File: config.mk
export PLATFORM = sky130hd
export DESIGN_NAME = mke_level_unit
export DESIGN_NICKNAME = d
export VERILOG_FILES = /design/src/mke_pkg.sv /design/src/mke_level_unit.sv
export SDC_FILE = /design/constraint.sdc
export NUM_CORES = 1
export LEC_CHECK = 0
export ABC_CLOCK_PERIOD_IN_PS = 9200
export BUFFER_PORTS_ARGS = -buffer_cell sky130_fd_sc_hd__buf_2
export CAP_MARGIN = 40
export CORE_MARGIN = 2
export CORE_UTILIZATION = 60
export DETAILED_ROUTE_END_ITERATION = 12
export PLACE_DENSITY = 0.89
export SYNTH_ARGS = -nofsm -noshare
export SYNTH_HDL_FRONTEND = slang
export SYNTH_SLANG_ARGS = --single-unit
File: constraint.sdc
create_clock -name vclk -period 9.2
set_input_delay 1.84 -clock vclk [all_inputs]
set_output_delay 1.84 -clock vclk [all_outputs]
set_load 0.01 [all_outputs]
File: src/mke_pkg.sv
`timescale 1ns / 1ps
`default_nettype none
// ----------------------------------------------------------------------------
// mke_pkg: shared types and constants of the key envelope engine
// Field widths, keyboard geometry, MIDI codes and the curve table builder.
// ----------------------------------------------------------------------------
package mke_pkg;

	// Keyboard geometry and envelope scale
	localparam int LOW_KEY     = 36;
	localparam int KEY_OCTAVES = 5;
	localparam int FULL_LEVEL  = 1000;
	localparam int OCT_KEYS    = 12;
	localparam int NKEYS       = OCT_KEYS * KEY_OCTAVES;

	// Field widths
	localparam int KEY_W   = 6;
	localparam int LVL_W   = 11;
	localparam int BEND_W  = 14;
	localparam int MSQ_W   = 14;
	localparam int PROG_W  = 7;
	localparam int DATA_W  = 7;
	localparam int STAT_W  = 8;
	localparam int LEN_W   = 2;
	localparam int CHAN_W  = 5;
	localparam int TRN_W   = 5;
	localparam int CFG_DW  = 11;
	localparam int CFG_IW  = 2;
	localparam int HCNT_W  = $clog2(NKEYS + 1);
	localparam int OCT_W   = $clog2(KEY_OCTAVES + 1);
	localparam int NOTE_W  = 4;
	localparam int STEP_W  = KEY_OCTAVES;
	localparam int CURVE_AW    = $clog2(FULL_LEVEL + 1);
	localparam int CURVE_DEPTH = 1 << CURVE_AW;
	localparam int CURVE_W     = $clog2(FULL_LEVEL + 1);

	// Configuration register indexes
	localparam logic [CFG_IW-1:0] CFG_MIDI_CHANNEL = 2'd0;
	localparam logic [CFG_IW-1:0] CFG_TRANSPOSE    = 2'd1;
	localparam logic [CFG_IW-1:0] CFG_PERCUSSION   = 2'd2;

	// MIDI message types (upper status nibble) and controllers
	localparam logic [3:0] MSG_NOTE_OFF = 4'h8;
	localparam logic [3:0] MSG_NOTE_ON  = 4'h9;
	localparam logic [3:0] MSG_CTRL     = 4'hB;
	localparam logic [3:0] MSG_PROGRAM  = 4'hC;
	localparam logic [3:0] MSG_BEND     = 4'hE;
	localparam logic [DATA_W-1:0] CC_VOLUME    = 7'd7;
	localparam logic [DATA_W-1:0] CC_SOUND_OFF = 7'd120;
	localparam logic [DATA_W-1:0] CC_NOTES_OFF = 7'd123;
	localparam logic [LEN_W-1:0]  LEN_SHORT    = 2'd2;
	localparam logic [LEN_W-1:0]  LEN_FULL     = 2'd3;

	// Per-key control handed to the level unit
	typedef struct packed {
		logic             held;
		logic             perc;
		logic [OCT_W-1:0] oct;
	} lvl_ctl_t;

	// Raised-cosine table, built at elaboration
	typedef logic [CURVE_W-1:0] curve_tab_t [0:CURVE_DEPTH-1];

	localparam logic [63:0] PI_Q31    = 64'd6746518852;
	localparam logic [63:0] CURVE_DEN = 64'(2 * FULL_LEVEL);
	localparam logic [63:0] SERIES_DIV [1:12] = '{
		64'd6, 64'd20, 64'd42, 64'd72, 64'd110, 64'd156,
		64'd210, 64'd272, 64'd342, 64'd420, 64'd506, 64'd600
	};

	// FULL_LEVEL * sin^2(pi*v/(2*FULL_LEVEL)) in Q31, Taylor series for sin
	function automatic curve_tab_t build_curve();
		curve_tab_t  tab;
		logic [63:0] y;
		logic [63:0] y2;
		logic [63:0] term;
		logic [63:0] sum;
		logic [63:0] sq;
		logic [63:0] val;
		for (int v = 0; v < CURVE_DEPTH; v++) begin
			if (v > FULL_LEVEL) begin
				tab[v] = '0;
			end else begin
				y    = (PI_Q31 * 64'(v)) / CURVE_DEN;
				y2   = (y * y) >> 31;
				term = y;
				sum  = y;
				for (int k = 1; k <= 12; k++) begin
					term = ((term * y2) >> 31) / SERIES_DIV[k];
					if ((k & 1) != 0) begin
						sum = sum - term;
					end else begin
						sum = sum + term;
					end
				end
				sq  = (sum * sum) >> 31;
				val = (64'(FULL_LEVEL) * sq + (64'd1 << 30)) >> 31;
				if (val > 64'(FULL_LEVEL)) begin
					val = 64'(FULL_LEVEL);
				end
				tab[v] = CURVE_W'(val);
			end
		end
		return tab;
	endfunction

endpackage
`default_nettype wire

File: src/mke_level_unit.sv
`timescale 1ns / 1ps
`default_nettype none
// ----------------------------------------------------------------------------
// mke_level_unit: shared envelope step
// Moves one key's level toward its target: rise by 5*step (or jump from zero to the percussion level), fall by step.
// ----------------------------------------------------------------------------
module mke_level_unit import mke_pkg::*; (
	input  wire lvl_ctl_t         ctl,
	input  wire logic [LVL_W-1:0] lvl,
	input  wire logic [LVL_W-1:0] perc_level,
	output logic      [LVL_W-1:0] lvl_nxt
);

	logic [STEP_W-1:0] step;
	logic [LVL_W-1:0]  step_ext;
	logic [LVL_W-1:0]  target;
	logic [LVL_W-1:0]  rise;

	always_comb begin
		step     = STEP_W'(1) << ctl.oct;
		step_ext = LVL_W'(step);
		target   = ctl.held ? LVL_W'(FULL_LEVEL) : '0;
		rise     = lvl + (step_ext << 2) + step_ext;
		if (lvl < target) begin
			if (ctl.perc && (lvl == '0)) begin
				lvl_nxt = perc_level;
			end else begin
				lvl_nxt = rise;
			end
		end else if (lvl > target) begin
			lvl_nxt = (lvl > step_ext) ? (lvl - step_ext) : '0;
		end else begin
			lvl_nxt = lvl;
		end
	end

endmodule
`default_nettype wire

==> results of run 1 <==
==> metal layers <==
layer	up-vias	routed length (um)	GRT usage
met5	-	0	0
met4	0	49	0.0812
met3	6	165	0.0141
met2	52	1960	0.577
met1	711	1660	0.365
li1	782	-	-
==> area by class of cell <==
cell class                 count  area (sq um)  share of cell area
inverter                      13          48.8              0.0304
multi-input combinational    169          1330               0.830
tap                           28          35.0              0.0218
timing repair buffer          38           190               0.118
==> kinds of logic after synthesis <==
kind of cell | after synthesis
compound gates | 65
xor+xnor | 5
fa+ha+maj | 25
buf+inv | 20
mux | 5
simple gates | 69
==> worst paths after layout <==
| check | cells past startpoint | end | slack [ns] | start |
|---|---|---|---|---|
| setup / recovery | 13 | lvl_nxt[7] | 2.90 | ctl[2] |
| hold / removal | 4 | lvl_nxt[2] | 4.05 | perc_level[2] |
==> synth_stat cells (all sizes together), types with 2 or more instances <==
library cell	instances
a211oi	4
a21o	5
a21oi	19
a22o	3
a22oi	2
a31oi	2
and3	2
buf	6
fa	4
ha	21
inv	13
mux2i	5
nand2	13
nand3	6
nand4	2
nor2	15
nor2b	5
nor3	9
nor4	6
o21a	4
o21ai	13
or3	4
xnor2	3
xor2	2
==> through the flow <==
stage                     cells  hold slack, ns  power [W]
final                       248            4.05  0.0000922
after global routing        248            4.11   0.000103
after CTS                   248            4.05  0.0000917
after detailed placement    248            4.05  0.0000911
after global placement      248            4.04  0.0000872
after floorplan             189            3.83  0.0000621
==> power by group through the flow <==
stage               Clock (W)  Sequential, W  Combinational [W]
floorplan                   0              0          0.0000621
global placement            0              0          0.0000872
detailed placement          0              0          0.0000911
CTS                         0              0          0.0000917
global route                0              0           0.000103
finish                      0              0          0.0000922
==> results.toml, run 1 <==
[sta]
slew_violations = 0
clock.fmax_mhz = 159
finalSetupViolCount = 0
worst_slack_ns = 2.90
fin_crit_ns = 6.30
tightest_slew_ns = 0.824
fin_crit_sh = 0.685
finalHoldViolCount = 0
slew_headroom = 0.445
tns_ns = 0
rsz0062_at_grt = "no"

[synthesis]
syn-cell-area_sq_um = 1440
synth.largest_area_cell = "ha_1"
synth_nets = 241
synth_mux_area_frac = 0.0348
ys.warnings.count = 0
netlist_instances = 189
yosys.area.top_type_share = 0.183
yosys.area_share.xor_xnor = 0.0305
syn_area_per_cell_sq_um = 7.61
synth_top_family_by_area = "compound AO/OA/AOI/OAI gates"
yosys-top-cells-area = "ha_1 18%, a21oi_1 5.9%, fa_1 5.6%"
synth-compound-area-share = 0.320
yosysUniqueCellTypes = 57
synth_fa_ha_area_frac = 0.238
yosys.area_share.simple = 0.304
seq_area_frac_synth = 0

[global_route]
grt_usage = 0.304
grt_pass1_vias = 1548
grt_pass1_wl_um = 6570
antenna_found_initial = 0
overflow = 0
grt_max_degree = 21

[floorplan]
die_height_um = 53.0
fp-row-count = 17
die-area_sq_um = 2800
core_area_sq_um = 2230
die_w_um = 53.0
initial_core_util = 0.644
pin_count = 38

[finish]
design.seq.count = 0
syn2layout_area_growth_pct = 11.8
mostFrequentLayoutCells = "38 x buf_2, 21 x ha_1, 17 x a21oi_1, 14 x nor2_1, 13 x nand2_1"
diodes = 0
drive_gt1_frac = 0.250
clock_buffers = 0
seq_area_sq_um = 0
utilization = 0.720
final_common_cell = "buf_2"
nets = 274
fin_area_sq_um = 1610
fill_cells = 190

[setup_path]
crit_family = "simple AND/OR/NAND/NOR gates"
path_cells = "buf_2 > nor2_1 > nand2_1 > inv_1 > fa_1 > ha_1 > nor2b_1 > o31a_1 > o21a_1 > or3_1 > nand3_1 > a22oi_1 > buf_2"
start_kind = "input pin"
critPathBufInv = 3
crit_type = "in -> out"
cp.arrival_ns = 4.46
timing.critical_path.to_type = "output pin"
slowest_delay_ns = 0.42
crit_slowest_cell = "fa_1"
path_common_cell = "buf_2"
critical_path_peak_fanout = 6
required_ns = 7.36

[placement]
preCtsSetupSlack_ns = 2.90
dpl-instance-area_sq_um = 1610
port_buffers = 38
hpwl_um = 3190
gp_congestion = 0.875

[min_path]
hp-class = "in -> out"

[job]
drv_cap = 0

[cts]
cts_setup_buffers = 0
cts_resized = 0
hold_buffers = 0

[routing]
drtPass1Iterations = 4
routed_wl_um = 3840
vias = 1551
ant_nets = 0
wl_per_cell_um = 15.5
first_iter_violations = 35
routed_via_density = 6.25
drc_errors = 0

[pwr]
clkPwrFrac = 0
p_sw_frac = 0.567
p_int_w = 0.0000399
powerDensity_nw_per_um2 = 57.4
p_sw_w = 0.0000523
p_seq_frac = 0
irDropWorstVdd_v = 0.0000407
combPwrFrac = 1.000
p_leak_nw = 0.764

[status]
status = "finished clean"
No activity file was read; power rests on OpenSTA's default activity.
==> run 2, diff against run 1 <==
Settings changed: ABC_CLOCK_PERIOD_IN_PS 9200 to 6600, CORE_UTILIZATION 60 to 57, PLACE_DENSITY 0.89 to 0.85.
Clock period 9.2 ns to 6.6 ns, I/O delays scaled along.
==> results.toml, run 2 (same netlist as run 1, synthesis figures left out) <==
[floorplan]
fp-row-count = 18
core_area_sq_um = 2430
die_w_um = 54.2
die-area_sq_um = 2940
die_height_um = 54.2
initial_core_util = 0.591
pin_count = 38

[finish]
nets = 274
clock_buffers = 0
fill_cells = 238
mostFrequentLayoutCells = "38 x buf_2, 21 x ha_1, 17 x a21oi_1, 14 x nor2_1, 13 x nand2_1"
syn2layout_area_growth_pct = 12.0
design.seq.count = 0
seq_area_sq_um = 0
drive_gt1_frac = 0.250
final_common_cell = "buf_2"
diodes = 0

[routing]
wl_met1_um = 1630
wl_met3_um = 266
ant_nets = 0
drc_errors = 0
routed_wl_um = 3710
route.met2.wl_um = 1790
wl_per_cell_um = 14.8
vias = 1560
drtPass1Iterations = 4
top_layer = "met4"
first_iter_violations = 39
routed_via_density = 6.24

[setup_path]
start_kind = "input pin"
required_ns = 5.28
path_cells = "buf_2 > nand3b_1 > inv_1 > fa_1 > ha_1 > nor2b_1 > o31a_1 > o211ai_1 > mux2i_1 > nor2_1 > a31oi_1 > buf_2"
crit_type = "in -> out"
critPathBufInv = 3
slowest_delay_ns = 0.44
critical_path_peak_fanout = 6
path_common_cell = "buf_2"
timing.critical_path.to_type = "output pin"
crit_slowest_cell = "fa_1"
cp.arrival_ns = 3.92
crit_family = "adder cells"

[global_route]
grt_max_degree = 21
antenna_found_initial = 0
overflow = 0
grt_pass1_wl_um = 5820
grt_pass1_vias = 1289
grt_usage = 0.264

[cts]
cts_resized = 0
cts_setup_buffers = 0
hold_buffers = 0

[sta]
rsz0062_at_grt = "no"
clock.fmax_mhz = 191
tns_ns = 0
fin_crit_sh = 0.794
finalSetupViolCount = 0
finalHoldViolCount = 0
fin_crit_ns = 5.24
slew_headroom = 0.484
tightest_slew_ns = 0.765
slew_violations = 0

[job]
drv_cap = 0

[status]
status = "finished clean"

[pwr]
total_power_w = 0.000127
irDropWorstVdd_v = 0.0000569
powerDensity_nw_per_um2 = 79.1
p_leak_nw = 0.764

[min_path]
hp-class = "in -> out"

[placement]
gp_congestion = 0.886
hpwl_um = 3060
port_buffers = 38
## run 2: final timing paths
check / from / endpoint / slack, ns / cells after the start
max: ctl[2] / lvl_nxt[9] / 1.36 / 12
min: perc_level[0] / lvl_nxt[0] / 3.01 / 4
## run 2: metal layers
layer / up-vias / track usage
li1: 785 / -
met1: 709 / 0.353
met3: 2 / 0.00546
met5: - / 0
met2: 64 / 0.484
met4: 0 / 0.0292
## run 2: per-stage QoR
stage / std cells / setup slack [ns] / instance area, sq um / util / hold WS (ns)
floorplan: 189 / 1.86 / 1440 / - / 2.79
global placement: 250 / 1.46 / 1610 / 0.662 / 3.01
detailed placement: 250 / 1.40 / 1610 / 0.662 / 3.01
CTS: 250 / 1.39 / 1610 / 0.662 / 3.02
global route: 250 / 1.26 / 1610 / 0.662 / 3.06
finish: 250 / 1.36 / 1610 / 0.662 / 3.01
## run 2: cell type report
class / count / area [sq um] / share of cell area
tap: 30 / 37.5 / 0.0233
inverter: 13 / 48.8 / 0.0303
timing repair buffer: 38 / 190 / 0.118
multi-input combinational: 169 / 1330 / 0.828
## run 2: power by group
part           internal, W  leakage (nW)  switching [W]  total (W)
registers                0             0              0          0
clock network            0             0              0          0
logic            0.0000556         0.764      0.0000717   0.000127
total            0.0000556         0.764      0.0000717   0.000127
==> run 3, diff against run 2 <==
Settings changed: ABC_CLOCK_PERIOD_IN_PS 6600 to 4400, CORE_UTILIZATION 57 to 51, PLACE_DENSITY 0.85 to 0.81.
Clock period 6.6 ns to 4.4 ns, I/O delays scaled along.
==> results.toml, run 3 (same netlist as run 1, synthesis figures left out) <==
[pwr]
powerDensity_nw_per_um2 = 119
p_sw_w = 0.000109
p_sw_frac = 0.551
irDropWorstVdd_v = 0.0000694
p_leak_nw = 0.786
p_seq_frac = 0
p_int_w = 0.0000889
clkPwrFrac = 0
combPwrFrac = 1.000

[finish]
nets = 279
fin_area_sq_um = 1660
syn2layout_area_growth_pct = 15.8
final_common_cell = "buf_2"
multi_input_area_sq_um = 1350
fill_cells = 258
design.seq.count = 0
diodes = 0
clock_buffers = 0
mostFrequentLayoutCells = "38 x buf_2, 20 x ha_1, 17 x a21oi_1, 14 x nor2_1, 12 x nand2_1"
drive_gt1_frac = 0.280
seq_area_sq_um = 0

[floorplan]
die_w_um = 57.1
fp-row-count = 19
die-area_sq_um = 3260
die_height_um = 57.1
initial_core_util = 0.530
core_area_sq_um = 2710
pin_count = 38

[placement]
dpl-instance-area_sq_um = 1650
port_buffers = 38
hpwl_um = 3120
gp_congestion = 0.858

[sta]
tightest_slew_ns = 0.609
fin_crit_sh = 0.960
fin_crit_ns = 4.22
clock.fmax_mhz = 237
tns_ns = 0
rsz0062_at_grt = "no"
finalSetupViolCount = 0
slew_headroom = 0.594
slew_violations = 0
finalHoldViolCount = 0

[status]
status = "finished clean"

[routing]
ant_nets = 0
drtPass1Iterations = 4
wl_per_cell_um = 14.7
drc_errors = 0
routed_via_density = 6.09
routed_wl_um = 3770
first_iter_violations = 59
vias = 1560

[setup_path]
crit_type = "in -> out"
cp.arrival_ns = 3.34
start_kind = "input pin"
timing.critical_path.to_type = "output pin"
critical_path_peak_fanout = 6
required_ns = 3.52

[global_route]
grt_pass1_wl_um = 6360
grt_pass1_vias = 1453
overflow = 0
grt_usage = 0.236
antenna_found_initial = 0
grt_max_degree = 17

[job]
drv_cap = 0

[min_path]
hp-class = "in -> out"

[cts]
cts_setup_buffers = 0
## run 3: cell count changes in the layout (fill, tap and decap cells not counted), sizes merged
cell / change
buf: +5
## run 3: stage by stage
| step | std cells | worst slack, ns | power, W | hold slack (ns) | util |
|---|---|---|---|---|---|
| floorplan | 189 | 0.539 | 0.000130 | 1.91 | - |
| global placement | 256 | 0.175 | 0.000190 | 2.13 | 0.608 |
| detailed placement | 256 | 0.142 | 0.000193 | 2.13 | 0.608 |
| CTS | 256 | 0.115 | 0.000194 | 2.13 | 0.608 |
| global route | 256 | 0.0235 | 0.000220 | 2.14 | 0.614 |
| finish | 256 | 0.175 | 0.000198 | 2.13 | 0.614 |
## run 3: area by class of cell
type | instances | share of cell area
well taps | 31 | 0.0233
inverters | 13 | 0.0293
repair buffers | 43 | 0.137
multi-input cells | 169 | 0.811
## run 3: metal layers
| metal | global-route usage | wire length, um | vias up |
|---|---|---|---|
| met2 | 0.402 | 1770 | 48 |
| li1 | - | - | 790 |
| met4 | 0.0399 | 31 | 0 |
| met5 | 0 | 0 | - |
| met3 | 0 | 168 | 4 |
| met1 | 0.343 | 1800 | 718 |
## run 3: final timing paths
path,start,to,slack [ns],depth (start not counted)
worst max-delay path,ctl[0],lvl_nxt[10],0.18,13
worst min-delay path,perc_level[0],lvl_nxt[0],2.13,4
## run 3: power groups by stage
stage	registers (W)	logic [W]	clock network [W]
final	0	0.000198	0
after global routing	0	0.000220	0
after CTS	0	0.000194	0
after detailed placement	0	0.000193	0
after global placement	0	0.000190	0
after floorplan	0	0.000130	0
## run 3: what timing repair did
item                       4_1_cts  5_1_grt
hold buffers                     0        0
resized for setup                0        3
setup endpoints to repair        0        3
## run 3: critical path, stage by stage
cell     delay [ns]
buf_2          0.16
nor2_1         0.11
nand2_1        0.09
inv_1          0.11
fa_1           0.43
ha_1           0.35
o21a_1         0.15
nand2_1        0.07
a21oi_1        0.25
a21oi_1        0.12
or3_1          0.37
a21oi_2        0.12
buf_2          0.13
